`src/rtl/kstc_pkg.sv`:
```
// Shared types, constants and helper functions for the keyed six-bit text codec.
// No dependencies; imported by every module of the codec.
`default_nettype none

package kstc_pkg;

  localparam int MAX_RESULTS = 3;
  localparam int FIFO_DEPTH  = 8;
  localparam int PTR_W       = $clog2(FIFO_DEPTH);
  localparam int CNT_W       = $clog2(FIFO_DEPTH + 1);
  localparam int ADDR_W      = 5;

  localparam logic [7:0]  TEXT_BIAS       = 8'h20;
  localparam logic [7:0]  TEXT_UNBIAS     = 8'he0;
  localparam logic        RST_DIRECTION   = 1'b0;
  localparam logic        RST_KEY_ENABLE  = 1'b1;
  localparam logic [31:0] RST_KEY_LOW     = 32'h6E69_5479;
  localparam logic [31:0] RST_KEY_HIGH    = 32'h3038_2E31;
  localparam logic [3:0]  RST_KEY_LENGTH  = 4'd8;

  typedef enum logic [2:0] {
    REG_DIRECTION  = 3'd0,
    REG_KEY_ENABLE = 3'd1,
    REG_KEY_LOW    = 3'd2,
    REG_KEY_HIGH   = 3'd3,
    REG_KEY_LENGTH = 3'd4
  } reg_idx_t;

  typedef enum logic {
    DIR_ENCODE = 1'b0,
    DIR_DECODE = 1'b1
  } dir_t;

  typedef struct packed {
    logic [7:0] data_in;
    logic       in_last;
  } in_item_t;

  typedef struct packed {
    logic [7:0] data_out;
    logic       out_last;
  } out_item_t;

  typedef struct packed {
    logic        direction;
    logic        key_enable;
    logic [63:0] key_bytes;
    logic [3:0]  key_length;
  } kstc_cfg_t;

  typedef struct packed {
    logic [1:0] group_position;
    logic [5:0] composite_bits;
    logic [2:0] key_position;
  } kstc_state_t;

  typedef struct packed {
    logic       we;
    logic [1:0] idx;
  } pend_wr_t;

  function automatic logic [7:0] key_byte(input logic [63:0] bytes, input logic [2:0] idx);
    return bytes[8*idx +: 8];
  endfunction

  function automatic logic [2:0] next_idx(input logic [2:0] idx, input logic [3:0] len);
    logic [3:0] inc;
    inc = {1'b0, idx} + 4'd1;
    return (inc >= len) ? 3'd0 : inc[2:0];
  endfunction

  // add with end-around carry: sums of 256 or more drop by 255
  function automatic logic [7:0] key_add(input logic [7:0] b, input logic [7:0] k);
    logic [8:0] s;
    s = {1'b0, b} + {1'b0, k};
    return s[8] ? (s[7:0] + 8'd1) : s[7:0];
  endfunction

  function automatic logic [7:0] key_sub(input logic [7:0] v, input logic [7:0] k);
    return (v > k) ? (v - k) : (v - k - 8'd1);
  endfunction

endpackage

`default_nettype wire

```
`src/rtl/keyed_six_bit_text_codec.sv`:
```
// Top level of the keyed six-bit text codec: APB registers, input stage, state.
// Depends on kstc_pkg, kstc_xform and kstc_fifo.
`default_nettype none

// Converts bytes to uuencode-style text (direction 0) or text back to bytes
// (direction 1), with an optional repeating key of up to KEY_BYTES bytes.
// An accepted item is registered, transformed in the next cycle and its 0 to 3
// results land in an 8-entry result queue, so one item per cycle is taken while
// the queue has room; output is one result per cycle while out_stall is low, so
// sustained input rate is set by the result count (encode: 4 results per 3
// bytes). Items are stalled while the queue could not hold the results of the
// item in flight plus a new one. The user must write registers only while
// the block is idle; the block itself does not enforce this.

module keyed_six_bit_text_codec
  import kstc_pkg::*;
#(
  parameter int KEY_BYTES = 8
) (
  input  logic              clk,
  input  logic              rst_n,
  input  logic              in_valid,
  output logic              in_stall,
  input  in_item_t          in_item,
  output logic              out_valid,
  input  logic              out_stall,
  output out_item_t         out_item,
  input  logic              psel,
  input  logic              penable,
  input  logic              pwrite,
  input  logic [ADDR_W-1:0] paddr,
  input  logic [31:0]       pwdata,
  output logic [31:0]       prdata,
  output logic              pready
);

  kstc_cfg_t        cfg_r;
  kstc_state_t      st_r, st_nxt;
  logic [2:0][7:0]  pend_r;
  in_item_t         in_r;
  logic             v_r;
  logic             accept, cfg_wr;
  reg_idx_t         reg_idx;
  out_item_t [2:0]  res;
  logic [1:0]       res_cnt;
  pend_wr_t         pend_wr;
  logic [CNT_W-1:0] count;

  assign pready  = 1'b1;
  assign reg_idx = reg_idx_t'(paddr[4:2]);
  assign cfg_wr  = psel && penable && pwrite && pready;
  assign accept  = in_valid && !in_stall;
  assign in_stall = (count + (v_r ? CNT_W'(MAX_RESULTS) : CNT_W'(0)))
                    > CNT_W'(FIFO_DEPTH - MAX_RESULTS);

  always_comb begin
    unique case (reg_idx)
      REG_DIRECTION:  prdata = {31'b0, cfg_r.direction};
      REG_KEY_ENABLE: prdata = {31'b0, cfg_r.key_enable};
      REG_KEY_LOW:    prdata = cfg_r.key_bytes[31:0];
      REG_KEY_HIGH:   prdata = cfg_r.key_bytes[63:32];
      REG_KEY_LENGTH: prdata = {28'b0, cfg_r.key_length};
      default:        prdata = '0;
    endcase
  end

  kstc_xform #(.KEY_BYTES(KEY_BYTES)) u_xform (
    .cfg     (cfg_r),
    .st      (st_r),
    .pend    (pend_r),
    .item    (in_r),
    .res     (res),
    .res_cnt (res_cnt),
    .st_nxt  (st_nxt),
    .pend_wr (pend_wr)
  );

  kstc_fifo u_fifo (
    .clk       (clk),
    .rst_n     (rst_n),
    .push_cnt  (v_r ? res_cnt : 2'd0),
    .push_data (res),
    .pop       (out_valid && !out_stall),
    .count     (count),
    .head      (out_item)
  );

  assign out_valid = (count != '0);

  always_ff @(posedge clk) begin
    if (accept) begin
      in_r <= in_item;
    end
    if (v_r && pend_wr.we) begin
      pend_r[pend_wr.idx] <= in_r.data_in;
    end
  end

  always_ff @(posedge clk) begin
    if (!rst_n) begin
      v_r                  <= 1'b0;
      st_r                 <= '0;
      cfg_r.direction      <= RST_DIRECTION;
      cfg_r.key_enable     <= RST_KEY_ENABLE;
      cfg_r.key_bytes      <= {RST_KEY_HIGH, RST_KEY_LOW};
      cfg_r.key_length     <= RST_KEY_LENGTH;
    end else begin
      v_r <= accept;
      if (cfg_wr && reg_idx == REG_DIRECTION) begin
        st_r <= '0;
      end else if (v_r) begin
        st_r <= st_nxt;
      end
      if (cfg_wr) begin
        unique case (reg_idx)
          REG_DIRECTION:  cfg_r.direction         <= pwdata[0];
          REG_KEY_ENABLE: cfg_r.key_enable        <= pwdata[0];
          REG_KEY_LOW:    cfg_r.key_bytes[31:0]   <= pwdata;
          REG_KEY_HIGH:   cfg_r.key_bytes[63:32]  <= pwdata;
          REG_KEY_LENGTH: cfg_r.key_length        <= pwdata[3:0];
          default: ;
        endcase
      end
    end
  end

endmodule

`default_nettype wire

```
`src/rtl/kstc_xform.sv`:
```
// Per-item datapath: key add/subtract, six-bit split and group assembly.
// Purely combinational; depends on kstc_pkg.
`default_nettype none

module kstc_xform
  import kstc_pkg::*;
#(
  parameter int KEY_BYTES = 8
) (
  input  kstc_cfg_t             cfg,
  input  kstc_state_t           st,
  input  logic [2:0][7:0]       pend,
  input  in_item_t              item,
  output out_item_t [2:0]       res,
  output logic [1:0]            res_cnt,
  output kstc_state_t           st_nxt,
  output pend_wr_t              pend_wr
);

  logic [3:0]      len;
  logic [2:0]      idx0, idx1, idx2, idx3;
  logic [7:0]      b_enc, k0;
  logic [1:0]      pe;
  logic [5:0]      comp_or, comp_new;
  logic [7:0]      comp_dec;
  logic [2:0][1:0] hi;
  logic [2:0][7:0] dec_byte;
  logic [2:0]      dec_idx [3];
  logic            last;
  logic [1:0]      p;

  always_comb begin
    if (cfg.key_length == 4'd0) begin
      len = 4'd1;
    end else if (cfg.key_length > 4'(KEY_BYTES)) begin
      len = 4'(KEY_BYTES);
    end else begin
      len = cfg.key_length;
    end
  end

  assign idx0 = ({1'b0, st.key_position} >= len) ? 3'd0 : st.key_position;
  assign idx1 = next_idx(idx0, len);
  assign idx2 = next_idx(idx1, len);
  assign idx3 = next_idx(idx2, len);
  assign dec_idx[0] = idx0;
  assign dec_idx[1] = idx1;
  assign dec_idx[2] = idx2;

  assign last = item.in_last;
  assign p    = st.group_position;

  // encode path
  assign k0    = key_byte(cfg.key_bytes, idx0);
  assign b_enc = cfg.key_enable ? key_add(item.data_in, k0) : item.data_in;
  assign pe    = (p > 2'd2) ? 2'd2 : p;

  always_comb begin
    unique case (pe)
      2'd0:    comp_or = {b_enc[7:6], 4'b0};
      2'd1:    comp_or = {2'b0, b_enc[7:6], 2'b0};
      default: comp_or = {4'b0, b_enc[7:6]};
    endcase
  end

  assign comp_new = st.composite_bits | comp_or;

  // decode path
  assign comp_dec = item.data_in + TEXT_UNBIAS;
  assign hi[0] = comp_dec[5:4];
  assign hi[1] = comp_dec[3:2];
  assign hi[2] = comp_dec[1:0];

  for (genvar i = 0; i < MAX_RESULTS; i++) begin : g_dec
    logic [7:0] v, k;
    assign v = (pend[i] + TEXT_UNBIAS) | {hi[i], 6'b0};
    assign k = key_byte(cfg.key_bytes, dec_idx[i]);
    assign dec_byte[i] = cfg.key_enable ? key_sub(v, k) : v;
  end

  always_comb begin
    res          = '0;
    res_cnt      = 2'd0;
    st_nxt       = st;
    pend_wr.we   = 1'b0;
    pend_wr.idx  = p;
    if (cfg.direction == DIR_ENCODE) begin
      res[0].data_out    = {2'b0, b_enc[5:0]} + TEXT_BIAS;
      st_nxt.key_position = idx1;
      if (pe == 2'd2 || last) begin
        res[1].data_out      = {2'b0, comp_new} + TEXT_BIAS;
        res_cnt              = 2'd2;
        st_nxt.composite_bits = '0;
        st_nxt.group_position = '0;
      end else begin
        res_cnt               = 2'd1;
        st_nxt.composite_bits = comp_new;
        st_nxt.group_position = pe + 2'd1;
      end
    end else if (p != 2'd3 && !last) begin
      pend_wr.we            = 1'b1;
      st_nxt.group_position = p + 2'd1;
    end else begin
      res[0].data_out = dec_byte[0];
      res[1].data_out = dec_byte[1];
      res[2].data_out = dec_byte[2];
      res_cnt         = p;
      unique case (p)
        2'd0:    st_nxt.key_position = st.key_position;
        2'd1:    st_nxt.key_position = idx1;
        2'd2:    st_nxt.key_position = idx2;
        default: st_nxt.key_position = idx3;
      endcase
      st_nxt.group_position = '0;
      st_nxt.composite_bits = '0;
    end
    if (last) begin
      if (res_cnt != 2'd0) begin
        res[res_cnt - 2'd1].out_last = 1'b1;
      end
      st_nxt = '0;
    end
  end

endmodule

`default_nettype wire

```
`src/rtl/kstc_fifo.sv`:
```
// Result queue: takes up to three items per cycle, hands out one per cycle while popped.
// Depends on kstc_pkg.
`default_nettype none

module kstc_fifo
  import kstc_pkg::*;
(
  input  logic             clk,
  input  logic             rst_n,
  input  logic [1:0]       push_cnt,
  input  out_item_t [2:0]  push_data,
  input  logic             pop,
  output logic [CNT_W-1:0] count,
  output out_item_t        head
);

  out_item_t        mem [FIFO_DEPTH];
  logic [PTR_W-1:0] wr_ptr_r, wr_ptr_nxt;
  logic [PTR_W-1:0] rd_ptr_r, rd_ptr_nxt;
  logic [CNT_W-1:0] count_r, count_nxt;

  assign wr_ptr_nxt = wr_ptr_r + PTR_W'(push_cnt);
  assign rd_ptr_nxt = rd_ptr_r + PTR_W'(pop);
  assign count_nxt  = count_r + CNT_W'(push_cnt) - CNT_W'(pop);

  always_ff @(posedge clk) begin
    for (int j = 0; j < MAX_RESULTS; j++) begin
      if (2'(j) < push_cnt) begin
        mem[wr_ptr_r + PTR_W'(j)] <= push_data[j];
      end
    end
  end

  always_ff @(posedge clk) begin
    if (!rst_n) begin
      wr_ptr_r <= '0;
      rd_ptr_r <= '0;
      count_r  <= '0;
    end else begin
      wr_ptr_r <= wr_ptr_nxt;
      rd_ptr_r <= rd_ptr_nxt;
      count_r  <= count_nxt;
    end
  end

  assign count = count_r;
  assign head  = mem[rd_ptr_r];

endmodule

`default_nettype wire

```
`config.mk`:
```
export PLATFORM = sky130hd
export DESIGN_NAME = keyed_six_bit_text_codec
export DESIGN_NICKNAME = d
export VERILOG_FILES = /design/src/rtl/kstc_pkg.sv /design/src/rtl/keyed_six_bit_text_codec.sv /design/src/rtl/kstc_xform.sv /design/src/rtl/kstc_fifo.sv
export SDC_FILE = /design/constraint.sdc
export NUM_CORES = 1
export LEC_CHECK = 0
export BUFFER_PORTS_ARGS = -buffer_cell sky130_fd_sc_hd__buf_2
export CAP_MARGIN = 20
export CORE_ASPECT_RATIO = 0.7
export CORE_MARGIN = 5
export CORE_UTILIZATION = 60
export CTS_CLUSTER_SIZE = 25
export DETAILED_ROUTE_END_ITERATION = 6
export PLACE_DENSITY_LB_ADDON = 0.25
export SKIP_CTS_REPAIR_TIMING = 1
export SLEW_MARGIN = 20
export SYNTH_ARGS = -nofsm -noshare
export SYNTH_HDL_FRONTEND = slang
export SYNTH_SLANG_ARGS = --single-unit
export TNS_END_PERCENT = 20
```
`constraint.sdc`:
```
create_clock -name clk -period 12.5 [get_ports clk]
set_input_delay 3.125 -clock clk [delete_from_list [all_inputs] [get_ports clk]]
set_output_delay 3.125 -clock clk [all_outputs]
set_load 0.05 [all_outputs]
```
== After elaboration in Yosys (flattened, before gate mapping) ==
Memories as Yosys holds them, arrays and structs flattened. A register that Yosys moved wholly into a read port is not among the register bits.
Cells that the tools add are included.
Widths: inputs -> output; s select.

* Output and inout bits: 44
* Bits of input ports: 53
* Bits in registers: 125
* Logic and storage cells: 160
* RAM bits: 72
* Memories: 1

{| class="wikitable"
|+ Memory list
! name !! depth !! bits a word !! read ports !! clocked after Yosys merged registers in !! wr ports !! RTL line !! text
|-
| u_fifo.mem || 8 || 9 || 1 || 1 || 3 || kstc_fifo.sv:17 || <nowiki>out_item_t mem [FIFO_DEPTH];</nowiki>
|}

* Eq/ne operators: 11
* Muxes and demuxes: 52
* Reduce and logical (&&, ||, !) cells: 27
* Shift operators: 3
* Bitwise operators: 5
* Magnitude comparators: 17
* $add $sub $neg: 27

{| class="wikitable"
|+ Operators with widths
! cell !! number
|-
| $shiftx 64x7->8 || 3
|-
| $pmux 32 s5 || 1
|-
| $mux 8 || 17
|-
| $mux 27 || 2
|-
| $bwmux 27 || 1
|-
| $add 8x8->8 const B || 3
|-
| $bwmux 24 || 1
|-
| $gt 8x8->1 || 3
|-
| $or 8x8->8 || 3
|-
| $sub 8x1->8 const B || 3
|-
| $sub 8x8->8 || 3
|-
| $mux 11 || 2
|-
| $demux 9 s2 || 1
|-
| $demux 8 s2 || 1
|-
| $mux 3 || 5
|-
| $add 6x6->7 const B || 2
|-
| $mux 2 || 7
|-
| $add 3x1->4 const B || 3
|-
| $ge 4x4->1 || 3
|-
| $pmux 6 s2 || 1
|-
| $reduce_and 2->1 || 6
|-
| $add 8x8->9 || 1
|-
| $logic_and 1x1->1 || 9
|-
| $mux 1 || 9
|-
| 39 further kinds || 52
|}

== Depth between registers and ports, before layout ==
* Depth in word-level cells: 21
* Depth in mapped cells: 46

== Hierarchy ==
Synthesis repeated with hierarchy kept, for this count alone.

* Cells, all modules: 1807
* Area total of the unflattened synthesis: 15478.6 sq um

{| class="wikitable"
|+ By module, submodules not included
! module !! seq. area each (sq um) !! instances !! cells each !! area each (sq um)
|-
| kstc_fifo || 2362.3 || 1 || 586 || 5642.9
|-
| kstc_xform || 0.0 || 1 || 780 || 5089.9
|-
| keyed_six_bit_text_codec || 2632.5 || 1 || 441 || 4745.8
|}

== Least setup slack after synthesis ==
No wires, ideal clock.

* Path type: register -> register
* From: reg cfg_r[1] (netlist name)
* To: mem u_fifo.mem[2][8] (netlist name), data pin
* Setup slack: 3.364 ns
* Cell stages (with the launch flop): 47
* Path buffers: 4
* Data required time: 12.239 ns
* Clock period less this slack: 9.136 ns
* Data arrival time: 8.875 ns
* Cells stage by stage: dfxtp_1 nor2_1 nor2_1 nor2_1 ha_1 nand2b_1 a21oi_1 nor2b_1 o21ai_0 nand2_1 clkinv_1 buf_1 ha_1 or3_1 nand2_1 inv_1 ha_1 a21oi_1 [11 not listed] a21oi_1 nand2_1 clkinv_1 buf_1 nand2_1 nand3_1 o211ai_1 a21boi_0 ha_1 nor2b_4 o31a_1 o31a_1 o41ai_4 nor4b_2 xnor2_1 o211ai_4 nor2_1 a221o_1

{| class="wikitable"
|+ RTL lines
! element !! RTL line !! text
|-
| from (decl) || keyed_six_bit_text_codec.sv:37 || <nowiki>kstc_cfg_t cfg_r;</nowiki>
|-
| to (decl) || kstc_fifo.sv:17 ||
|}

==> results_dict.tcl <==
set metrics [dict create \
    cts.clk_slew.worst_paths_ns 0.08 \
    violations "design-rule violations" \
    hold_class "reg2reg" \
    worstMarginPinSlew_ns 1.11 \
    finalCritPeriodShare_pct 91.5 \
    antenna_found_initial 0 \
    diodes 0 \
    die_x_um 194 \
    min_period_ns 11.44 \
    nets 1859 \
    track_usage_pct 33.2 \
    routed_wl_um 46000 \
    initial_core_util_pct 60.6 \
    root_buffer "clkbuf_16" \
    leakagePower_nw 6.01 \
    grt_overflow_total 0 \
    cp_top_family "simple AND/OR/NAND/NOR gates" \
    grt_pass1_wl_um 71300 \
    die_area_sq_um 27000 \
    whs_ns 0.470 \
    seq_area_frac_synth_pct 35.0 \
    clkLatencyLatePin_ns 0.46 \
    critPathMostFrequentCell "nand2_1" \
    clk_path_buf_depth 2 \
    drv_slew 0 \
    ys_types 81 \
    cts_tree "yes" \
    max_stage_delay_ns 0.99 \
    maxSlewHeadroom_pct 25.3 \
    synth_seq_cells 197 \
    worst_ep_arrival_time_ns 11.71 \
    end_kind "flop" \
    hold_viol_final 0 \
    gp_congestion 1.00 \
    drt_pass1_iterations 7 \
    io_buffers 93 \
    fmax_mhz 87.4 \
    cts_inserted_buffers 17 \
    path_class "reg2reg" \
    yosys_most_used_dff "edfxtp_1" \
    cts_num_sinks 197 \
    grt_pass1_vias 12800 \
    grt_max_degree 83 \
    vias 13700 \
    route.detailed.drc 1 \
    critPathBufInv 9 \
    crit_required_ns 12.77 \
    vias_per_cell 6.68 \
    avgSynthCellArea_sq_um 8.51 \
    placed_area_sq_um 15000 \
    status "finished with violations" \
    async_reset_ff_share_pct 0 \
    synth_warnings 0 \
    syn2layout_area_growth_pct 9.24 \
    critical_path_peak_fanout 27 \
    drive_gt1_share_pct 13.0 \
    htree_levels 4 \
    drt_iter0_markers 1901 \
    slowest_stage "dfxtp_1" \
    max_cap_viol_count 0 \
    wl_per_cell_um 22.4 \
    ios 97 \
    tns_ns 0 \
    die_y_um 139 \
    cp-start-kind "flop" \
    fin_skew_ns 0.0132 \
    setup_viol 0 \
    ant_nets 0 \
    synthesis.area_sq_um 14300 \
    final_area_sq_um 15600 \
    finalPower_w 0.00260 \
    power_density_nw_per_um2 167 \
    dp_hpwl_um 34400 \
    coreArea_sq_um 23500 \
    ir_drop_mv 0.116 \
    rsz0062_at_grt "false" \
    fp-row-count 47 \
    synthCells 1676 \
    synth.net_count 1810 \
    synth_edf_count 105 \
]
==> cells in the final DEF, fill, tap and decap left out, types with 18 or more instances in the layout <==
master / count
nand2_1: 347
nor2_1: 135
edfxtp_1: 105
buf_2: 93
dfxtp_1: 91
nand3_1: 86
a21oi_1: 84
ha_1: 74
o21ai_0: 54
inv_1: 51
o221ai_1: 49
a21boi_0: 41
a22o_1: 31
xnor2_1: 27
o21a_1: 24
mux2i_1: 24
nor2b_1: 23
buf_4: 23
a221oi_1: 21
xor2_1: 21
nor3_1: 19
mux4_2: 19
a221o_1: 19
or2_2: 18
and2_1: 18
==> final timing paths <==
| check | end | slack (ns) | cells past startpoint | from |
|---|---|---|---|---|
| setup / recovery | u_fifo.mem[1][2]$_DFFE_PP_ | 1.06 | 43 | st_r[0]$_SDFFE_PP0P_ |
| hold / removal | st_r[6]$_SDFFE_PP0P_ | 0.47 | 2 | st_r[6]$_SDFFE_PP0P_ |
| setup reg to reg | u_fifo.mem[1][2]$_DFFE_PP_ | 1.06 | 43 | st_r[0]$_SDFFE_PP0P_ |
| hold reg to reg | st_r[6]$_SDFFE_PP0P_ | 0.47 | 2 | st_r[6]$_SDFFE_PP0P_ |
==> stage by stage <==
stage	setup slack [ns]	util, %	cells
after floorplan	3.36	-	1676
after global placement	1.50	63.7	2024
after detailed placement	1.43	63.7	2024
after CTS	1.30	66.2	2056
after global routing	0.507	66.3	2056
final	1.06	66.3	2056
==> layout make-up <==
type | count | area (sq um)
clock buffer | 18 | 439
clock inverter | 14 | 136
fill | 1964 | 7940
inverter | 56 | 210
multi-input combinational | 1337 | 8770
sequential | 197 | 5000
tap | 318 | 398
timing repair buffer | 116 | 638
==> cell usage after synthesis, drive strengths merged (6+ instances only) <==
library cell / number / area, sq um
a211oi: 11 / 92.6
a21boi: 42 / 315
a21o: 9 / 67.6
a21oi: 84 / 420
a221o: 19 / 190
a221oi: 22 / 199
a22o: 31 / 272
a22oi: 6 / 50.1
a31oi: 12 / 81.3
a32oi: 7 / 61.3
and2: 18 / 113
and3: 9 / 56.3
buf: 13 / 61.3
clkbuf: 73 / 274
dfxtp: 92 / 1840
edfxtp: 105 / 3150
fa: 7 / 140
ha: 74 / 926
inv: 51 / 191
mux2: 13 / 146
mux2i: 24 / 240
mux4: 19 / 428
nand2: 347 / 1300
nand2b: 17 / 106
nand3: 86 / 430
nand4: 13 / 81.3
nor2: 137 / 514
nor2b: 25 / 164
nor3: 19 / 95.1
o211ai: 13 / 111
o21a: 24 / 180
o21ai: 61 / 305
o221ai: 49 / 429
o22ai: 10 / 62.6
o31a: 6 / 52.6
o31ai: 9 / 67.6
or2: 19 / 119
xnor2: 27 / 236
xor2: 21 / 184
==> where the power goes <==
part	switching [W]	internal, W	total (W)	leakage (nW)
logic	0.000753	0.000459	0.00121	4.05
clock network	0.000282	0.000271	0.000552	0.280
registers	0.0000512	0.000780	0.000832	1.67
total	0.00109	0.00151	0.00260	6.01
==> logic make-up after synthesis <==
logic type	Yosys count	share of synthesized area, %
XOR/XNOR	49	3.10
AND/OR/NAND/NOR	707	22.0
multiplexers	56	5.71
adder cells (fa/ha/maj)	81	7.47
AO/OA/AOI/OAI	443	22.9
other	1	0.0263
buffers and inverters	142	3.82
flip-flops	197	35.0
==> routing by layer <==
layer	share of wire [%]	vias to the layer above	wire, um	global-route usage, %
met5	0	-	0	0
met3	14	101	6260	11.4
met4	2.1	0	945	7.77
met1	42	6488	19300	47.1
met2	42	881	19400	49.1
li1	-	6261	-	-
==> sequential cells by signal, summed over array words and instances, names as in the netlist <==
signal and cells:
u_fifo.wr_ptr_r 3, pend_r 24, in_r 9, u_fifo.rd_ptr_r 3, v_r 1, u_fifo.mem 72, cfg_r 70, u_fifo.count 4
st_r 11
==> tightest hold or removal path, cell delays in order, from the launching register on <==
cell	delay [ns]
dfxtp_1	0.32
nand2_1	0.05
a21oi_1	0.05
No activity file was read; power rests on OpenSTA's default activity.
